[config.mk]
export PLATFORM = sky130hd
export DESIGN_NAME = pbcd_face
export DESIGN_NICKNAME = d
export VERILOG_FILES = /design/src/pbcd_pkg.sv /design/src/pbcd_face.sv
export SDC_FILE = /design/constraint.sdc
export NUM_CORES = 1
export LEC_CHECK = 0
export BUFFER_PORTS_ARGS = -buffer_cell sky130_fd_sc_hd__clkbuf_2
export CAP_MARGIN = 20
export CORE_ASPECT_RATIO = 0.5
export CORE_MARGIN = 5
export CORE_UTILIZATION = 45
export DETAILED_ROUTE_END_ITERATION = 6
export PLACE_DENSITY = 0.67
export SETUP_SLACK_MARGIN = 0.5
export SYNTH_ARGS = -nofsm -noshare
export SYNTH_HDL_FRONTEND = slang
export SYNTH_SLANG_ARGS = --single-unit
[constraint.sdc]
create_clock -name i_clk -period 6.3 [get_ports i_clk]
set_input_delay 1.26 -clock i_clk [delete_from_list [all_inputs] [get_ports i_clk]]
set_output_delay 1.26 -clock i_clk [all_outputs]
set_load 0.1 [all_outputs]
[src/pbcd_pkg.sv]
// Shared types, widths and helpers for the point/box contact detector.
package pbcd_pkg;

    localparam int COORD_W = 16;
    localparam int ROT_W   = 16;
    localparam int CFG_W   = 48;
    localparam int D_W     = COORD_W + 1;
    localparam int PROD_W  = D_W + ROT_W;
    localparam int SUM_W   = PROD_W + 2;
    localparam int FRAC_SH = ROT_W - 2;
    localparam int LOC_W   = SUM_W - FRAC_SH;
    localparam int MARG_W  = LOC_W + 2;
    localparam int IDX_W   = 3;

    localparam logic [IDX_W-1:0] REG_CENTER = 3'd0;
    localparam logic [IDX_W-1:0] REG_EXTENT = 3'd1;
    localparam logic [IDX_W-1:0] REG_COL_A  = 3'd2;
    localparam logic [IDX_W-1:0] REG_COL_B  = 3'd3;
    localparam logic [IDX_W-1:0] REG_COL_C  = 3'd4;

    localparam logic [1:0] FACE_X = 2'd0;
    localparam logic [1:0] FACE_Y = 2'd1;
    localparam logic [1:0] FACE_Z = 2'd2;

    typedef struct packed {
        logic signed [COORD_W-1:0] point_x;
        logic signed [COORD_W-1:0] point_y;
        logic signed [COORD_W-1:0] point_z;
    } t_point;

    typedef struct packed {
        logic                    in_contact;
        logic signed [COORD_W-1:0] penetration;
        logic signed [ROT_W-1:0] frame_r0c0;
        logic signed [ROT_W-1:0] frame_r0c1;
        logic signed [ROT_W-1:0] frame_r0c2;
        logic signed [ROT_W-1:0] frame_r1c0;
        logic signed [ROT_W-1:0] frame_r1c1;
        logic signed [ROT_W-1:0] frame_r1c2;
        logic signed [ROT_W-1:0] frame_r2c0;
        logic signed [ROT_W-1:0] frame_r2c1;
        logic signed [ROT_W-1:0] frame_r2c2;
    } t_result;

    typedef struct packed {
        logic [CFG_W-1:0] center;
        logic [CFG_W-1:0] extent;
        logic [CFG_W-1:0] col_a;
        logic [CFG_W-1:0] col_b;
        logic [CFG_W-1:0] col_c;
    } t_cfg;

    typedef logic [2:0][LOC_W-1:0] t_loc_vec;

    function automatic logic signed [ROT_W-1:0] rot_elem(t_cfg cfg, int col, int row);
        logic [CFG_W-1:0] c;
        case (col)
            0:       c = cfg.col_a;
            1:       c = cfg.col_b;
            default: c = cfg.col_c;
        endcase
        return $signed(c[row*ROT_W +: ROT_W]);
    endfunction

    function automatic logic signed [ROT_W-1:0] neg_sat(logic signed [ROT_W-1:0] v);
        logic signed [ROT_W-1:0] most_neg;
        most_neg = {1'b1, {(ROT_W-1){1'b0}}};
        if (v == most_neg) begin
            return {1'b0, {(ROT_W-1){1'b1}}};
        end
        return -v;
    endfunction

endpackage

[src/pbcd_face.sv]
// Two-stage back end: inside test and margins, then face pick and frame build.
module pbcd_face
    import pbcd_pkg::*;
(
    input  logic     i_clk,
    input  logic     i_rst_n,
    input  t_cfg     i_cfg,
    input  logic     i_valid,
    input  t_loc_vec i_loc,
    output logic     o_stall,
    output logic     o_valid,
    output t_result  o_data,
    input  logic     i_stall
);

    logic r_v4, r_v5;
    logic en4, en5;
    logic signed [MARG_W-1:0] r_m [3];
    logic [2:0]               r_pos;
    logic                     r_inside;
    t_result                  r_res;

    logic signed [MARG_W-1:0] two [3];
    logic signed [MARG_W-1:0] ext [3];
    logic signed [MARG_W-1:0] mag [3];
    logic [2:0]               in_ax;
    t_result                  n_res;

    assign en5     = !r_v5 || !i_stall;
    assign en4     = !r_v4 || en5;
    assign o_stall = !en4;
    assign o_valid = r_v5;
    assign o_data  = r_res;

    always_comb begin
        for (int i = 0; i < 3; i++) begin
            two[i]   = MARG_W'($signed(i_loc[i])) <<< 1;
            ext[i]   = $signed(MARG_W'(i_cfg.extent[i*COORD_W +: COORD_W]));
            in_ax[i] = (two[i] <= ext[i]) && (two[i] >= -ext[i]);
            mag[i]   = (two[i] < 0) ? -two[i] : two[i];
        end
    end

    always_comb begin
        logic [1:0]               face;
        logic                     pos;
        logic signed [MARG_W-1:0] m_sel;
        logic signed [ROT_W-1:0]  a, b, c;
        logic signed [ROT_W-1:0]  fr [3][3];
        if (r_m[2] < r_m[0] && r_m[2] < r_m[1]) begin
            face = FACE_Z;
        end else if (r_m[1] < r_m[0] && r_m[1] < r_m[2]) begin
            face = FACE_Y;
        end else begin
            face = FACE_X;
        end
        case (face)
            FACE_Z:  begin pos = r_pos[2]; m_sel = r_m[2]; end
            FACE_Y:  begin pos = r_pos[1]; m_sel = r_m[1]; end
            default: begin pos = r_pos[0]; m_sel = r_m[0]; end
        endcase
        for (int r = 0; r < 3; r++) begin
            a = rot_elem(i_cfg, 0, r);
            b = rot_elem(i_cfg, 1, r);
            c = rot_elem(i_cfg, 2, r);
            case (face)
                FACE_Z: begin
                    fr[0][r] = pos ? a : neg_sat(a);
                    fr[1][r] = pos ? b : neg_sat(b);
                    fr[2][r] = pos ? c : neg_sat(c);
                end
                FACE_Y: begin
                    fr[0][r] = a;
                    fr[1][r] = pos ? neg_sat(c) : c;
                    fr[2][r] = pos ? b : neg_sat(b);
                end
                default: begin
                    fr[0][r] = pos ? b : a;
                    fr[1][r] = pos ? neg_sat(c) : b;
                    fr[2][r] = pos ? a : neg_sat(a);
                end
            endcase
        end
        n_res = '0;
        if (r_inside) begin
            n_res.in_contact  = 1'b1;
            n_res.penetration = -$signed(m_sel[COORD_W:1]);
            n_res.frame_r0c0  = fr[0][0];
            n_res.frame_r0c1  = fr[1][0];
            n_res.frame_r0c2  = fr[2][0];
            n_res.frame_r1c0  = fr[0][1];
            n_res.frame_r1c1  = fr[1][1];
            n_res.frame_r1c2  = fr[2][1];
            n_res.frame_r2c0  = fr[0][2];
            n_res.frame_r2c1  = fr[1][2];
            n_res.frame_r2c2  = fr[2][2];
        end
    end

    always_ff @(posedge i_clk) begin
        if (!i_rst_n) begin
            r_v4 <= 1'b0;
            r_v5 <= 1'b0;
        end else begin
            if (en4) r_v4 <= i_valid;
            if (en5) r_v5 <= r_v4;
        end
    end

    always_ff @(posedge i_clk) begin
        if (en4) begin
            for (int i = 0; i < 3; i++) begin
                r_m[i]   <= ext[i] - mag[i];
                r_pos[i] <= $signed(i_loc[i]) > 0;
            end
            r_inside <= &in_ax;
        end
        if (en5) begin
            r_res <= n_res;
        end
    end

endmodule

Yosys cells after proc, flatten, opt, wreduce, memory -nomap -nowiden. Memory sizes are Yosys's and may differ from the RTL's. Index checks and enable logic that the tools add are counted. W data, S select, Z words.

Add/sub/neg operators: 19. Multiply operators: 0. Div/mod/pow operators: 0. Order comparisons: 16. Equality and inequality tests: 11. Shifts and indexed selects: 0. Mux-type cells: 103. Bitwise operators: 0. Reductions and logical operators: 13.

Operator list (number): $mux W16 (54); $pmux W16 S2 (9); $mux W161 (1); $neg A16 Y16 (10); $eq A16 B16 Y1 const B (9); $lt A23 B23 Y1 (4); $ge A22 B23 Y1 (3); $mux W23 (3); $neg A16 Y23 (3); $neg A22 Y23 (3); $sub A17 B23 Y23 (3); $le A22 B17 Y1 (3); $lt A22 B1 Y1 const B (3); $gt A21 B1 Y1 const B (3); $pmux W17 S2 (1); $mux W1 (33); $logic_and A1 B1 Y1 (5); $logic_not A1 Y1 (4); $reduce_and A3 Y1 (1); $eq A2 B1 Y1 const B (1); $eq A2 B2 Y1 const B (1); $logic_or A1 B1 Y1 (2); $mux W2 (1); $pmux W1 S2 (1); $reduce_or A2 Y1 (1).

Register bits: 167. Latch bits: 0. Bits in writable memories: 69. ROM bits: 0. Input bits: 307. Memories kept: 1.

Memories: r_m (words 3, bits a word 23, rd ports 3, clocked after memory_dff 0, write ports 3, RTL line pbcd_face.sv:18) `logic signed [MARG_W-1:0] r_m [3];`.

Longest topological paths before layout. An unclocked memory read counts as a cell.

Depth in word-level cells: 12. Depth in mapped cells: 19. Mapped depth without buffers: 18.

Worst setup path after synthesis. No wires, ideal clock.

Path type: input to output. Start: input i_stall. End: output o_stall. Data arrival time: 4505 ps. Data required time: 5040 ps. Slack: 535 ps. Stages on the path: 2. Path buffers: 0. Path through: nand3_1 inv_1.

Longest elaborated chain between the ends: 4.

RTL lines: from (decl) (RTL line pbcd_face.sv:13) `input logic i_stall`; $logic_not A1 Y1 (RTL line pbcd_face.sv:29) `assign en5 = !r_v5 || !i_stall;`; $logic_or A1 B1 Y1 (RTL line pbcd_face.sv:29); $logic_or A1 B1 Y1 (RTL line pbcd_face.sv:30) `assign en4 = !r_v4 || en5;`; $logic_not A1 Y1 (RTL line pbcd_face.sv:31) `assign o_stall = !en4;`; to (decl) (RTL line pbcd_face.sv:10) `output logic o_stall,`.

No other way between the ends.

==> results.py <==
metrics = {
    "final_layout": {
        "nNetsFinal": 3866,
        "final_util": 0.5283,
        "drive_gt1_frac": 0.1631,
        "area_growth_syn_to_layout_pct": 15.26,
        "seq_area_mm2": 0.007067,
        "multiInputGateArea_mm2": 0.01588,
        "fillers": 4989,
    },
    "clock_network": {
        "cts_sinks": 236,
        "ctsResizeCount": 0,
        "cts_tree": "built",
        "cts_max_level": 1,
        "cts_buffers": 25,
        "max-clock-path-buffers": 3,
        "postCtsSetupRepairBufs": 0,
        "cts-root-buf": "clkbuf_16",
        "insertion_delay_ns": 0.56,
        "path_clk_slew_ns": 0.07,
        "holdBufCountCts": 0,
    },
    "sta": {
        "period_needed_ns": 5.067,
        "slew_headroom": 0.3518,
        "finalCritPeriodShare": 0.8043,
        "maxSlewViolCount": 0,
        "fin_skew_ns": 0.03133,
        "timing.final.ws_setup_ns": 1.233,
        "tightest_slew_ns": 0.9649,
        "clock.fmax_mhz": 197.4,
        "hold_viol": 0,
        "finalSetupTns_ns": 0,
        "setup_viol": 0,
        "rsz0062_at_grt": "false",
    },
    "place": {
        "io_buffer_count": 421,
        "hpwl_mm": 61.67,
        "dp_slack_ns": 1.329,
        "place.gp.congestion": 0.9090,
    },
    "power": {
        "seq_power_share": 0.250,
        "internal_power_mw": 4.245,
        "ir_worst_vdd_mv": 0.2338,
        "power_switching_mw": 3.994,
        "powerDensity_mw_per_mm2": 297.6,
        "combPwrFrac": 0.566,
        "sw_frac_of_total": 0.4848,
        "power_leakage_nw": 12.22,
        "p_clk_frac": 0.184,
    },
    "yosys": {
        "netlist_area_mm2": 0.02402,
        "synth_common_cells": "361 x nor2_1, 295 x nand2_1, 283 x a21oi_1, 239 x ha_1, 234 x edfxtp_1",
        "syn_area_per_cell_um2": 8.077,
        "synth.top_cell.area_share": 0.2925,
        "ys_types": 86,
        "synth_enable_flop_cells": 234,
        "synth.area.top_cells": "edfxtp_1 29%, ha_1 12%, a21oi_1 5.9%",
        "synth_seq_area_share": 0.2942,
        "yosysMostFrequentCell": "nor2_1",
        "synth_top_cell_by_area": "edfxtp_1",
        "synth_async_sr_flop_share": 0,
        "yosys_warnings": 0,
        "synth-seq-cells": 236,
        "ys_dominant_reg_cell": "edfxtp_1",
        "syn_inst": 2974,
        "synth_nets": 3523,
    },
    "hold_path": {
        "hold_start": "r_v4$_SDFFE_PN0N_",
        "min_to": "o_valid$_SDFFE_PN0P_",
        "hp-class": "reg -> reg",
        "holdPathStages": 2,
    },
    "critical_path": {
        "cp-start-kind": "flop",
        "cp_slowest_cell": "o221a_4",
        "cp-end-kind": "flop",
        "timing.rr.start": "r_m[0][27]$_DFFE_PN_",
        "required_ns": 6.59,
        "rr_worst_depth": 13,
        "reg2reg_slack_ns": 1.23,
        "cpLargestDelayFamily": "compound AO/OA/AOI/OAI gates",
        "crit_buf_inv": 1,
        "path_class": "reg -> reg",
        "arrival_ns": 5.35,
        "crit_top_cell": "nor2_1",
        "r2r_end": "o_data[41]$_SDFFCE_PN0P_",
        "crit_fanout": 45,
        "path_cells": "ha_1 -> a211oi_1 -> nor2_1 -> o31ai_1 -> o2111ai_2 -> xor2_2 -> a32o_2 -> o221a_4 -> buf_4 -> nand2_1 -> o22a_1 -> a221oi_1 -> nor2_1",
        "slowest_delay_ns": 0.70,
    },
    "drt": {
        "first_pass_iters": 7,
        "via_per_inst": 6.013,
        "ant_nets": 0,
        "num_vias": 24330,
        "wl_per_cell_um": 19.85,
        "detail_route.wirelength_mm": 80.31,
        "drcViolationCount": 6,
        "drt_iter0_drc": 2212,
    },
    "global_routing": {
        "grt_use_met1": 0.3337,
        "grt_remaining_overflow": 0,
        "grt_max_degree": 97,
        "use_met2": 0.4478,
        "grt_pass1_wl_mm": 124.8,
        "grt_pass1_vias": 23060,
        "grt_busiest_layer": "met2",
        "grt_use_total": 0.2619,
        "grt_antenna_before_repair": 10,
        "gr-usage-met3": 0.03419,
    },
    "die": {
        "die_w_um": 336.7,
        "dieHeight_um": 173.4,
        "ios": 470,
        "rows": 59,
        "fp.dieArea_mm2": 0.05838,
        "core_mm2": 0.05241,
        "start_util": 0.4583,
    },
    "status": {
        "violations": "design-rule violations",
        "status": "finished with violations",
    },
    "run": {
        "maxCapViolCount": 0,
    },
}
## state kept, by name, summed over array words and instances, names as in the netlist
name and flops:
o_data 161, r_v4 1, r_pos 3, r_m 69
r_inside 1, o_valid 1
## worst max-delay path by stage
stage | depth (start not counted) | from | endpoint | slack [ns]
floorplan | 2 | i_stall | o_stall | 0.53
global placement | 14 | i_cfg[96] | o_data[143]$_SDFFCE_PN0P_ | 1.34
detailed placement | 14 | i_cfg[96] | o_data[143]$_SDFFCE_PN0P_ | 1.33
CTS | 13 | r_m[0][27]$_DFFE_PN_ | o_data[41]$_SDFFCE_PN0P_ | 1.41
global route | 13 | r_m[0][27]$_DFFE_PN_ | o_data[41]$_SDFFCE_PN0P_ | 0.93
finish | 13 | r_m[0][27]$_DFFE_PN_ | o_data[41]$_SDFFCE_PN0P_ | 1.23
## through the flow
stage          total power, mW  std cells  hold WS [ns]  instance area (um2)
2_1_floorplan            5.414       2974        0.4592                24020
3_3_place_gp             6.557       3989        0.5239                26820
3_5_place_dp             6.654       3990        0.5397                26840
4_1_cts                  8.174       4035        0.5497                27650
5_1_grt                  8.771       4046        0.5903                27690
6_report                 8.239       4046        0.5480                27690
## cell usage in the layout (no fill, tap or decap), drive strengths merged, types with 12 or more instances in the layout
cell type,instances
or4,13
a222oi,21
nand2,295
ha,239
or3,75
xor2,71
nor3,109
clkbuf,449
a221o,14
nand4,43
o31ai,31
nor4,27
inv,153
and3,12
o21ai,154
nor2,361
a221oi,15
a21boi,15
buf,37
a21oi,283
o31a,18
nand3,79
nor2b,36
and2,22
a211oi,41
a21o,43
o221ai,20
mux2i,13
o22ai,46
xnor2,104
edfxtp,234
o21a,48
nand2b,30
a31oi,37
or2,12
## routing by layer
layer,share of wire,vias up
li1,-,11720
met1,0.41,11390
met2,0.48,1025
met3,0.070,188
met4,0.046,0
met5,0,-
## layout make-up
| class | count | share of cell area |
|---|---|---|
| Clock inverter | 17 | 0.006327 |
| Sequential cell | 236 | 0.2552 |
| Tap cell | 701 | 0.03168 |
| Antenna cell | 10 | 0.0009038 |
| Timing Repair Buffer | 458 | 0.08893 |
| Multi-Input combinational cell | 2445 | 0.5735 |
| Clock buffer | 28 | 0.02300 |
| Inverter | 151 | 0.02047 |
## worst min-delay path, cell delays in order, from the launching register on
cell and delay [ns]:
dfxtp_1 0.34, a21oi_1 0.12, nor2b_1 0.05
## power groups by stage
stage	combinational, mW	clock, mW	sequential [mW]
floorplan	2.89	0	2.52
global placement	4.46	0	2.09
detailed placement	4.56	0	2.09
CTS	4.58	1.53	2.06
global route	5.10	1.60	2.07
finish	4.66	1.51	2.06
## logic make-up (layout without fill, tap and decap cells)
group | count (synthesis) | count (layout) | share of synthesized area
compound gates | 870 | 870 | 0.2344
xor+xnor | 175 | 175 | 0.06412
fa+ha+maj | 242 | 242 | 0.1270
buf+inv | 293 | 654 | 0.04818
flops | 236 | 236 | 0.2942
mux | 16 | 16 | 0.006823
other cells | 0 | 10 | 0
simple gates | 1142 | 1142 | 0.2253
Note: power is estimated with default switching activity, not from simulation.
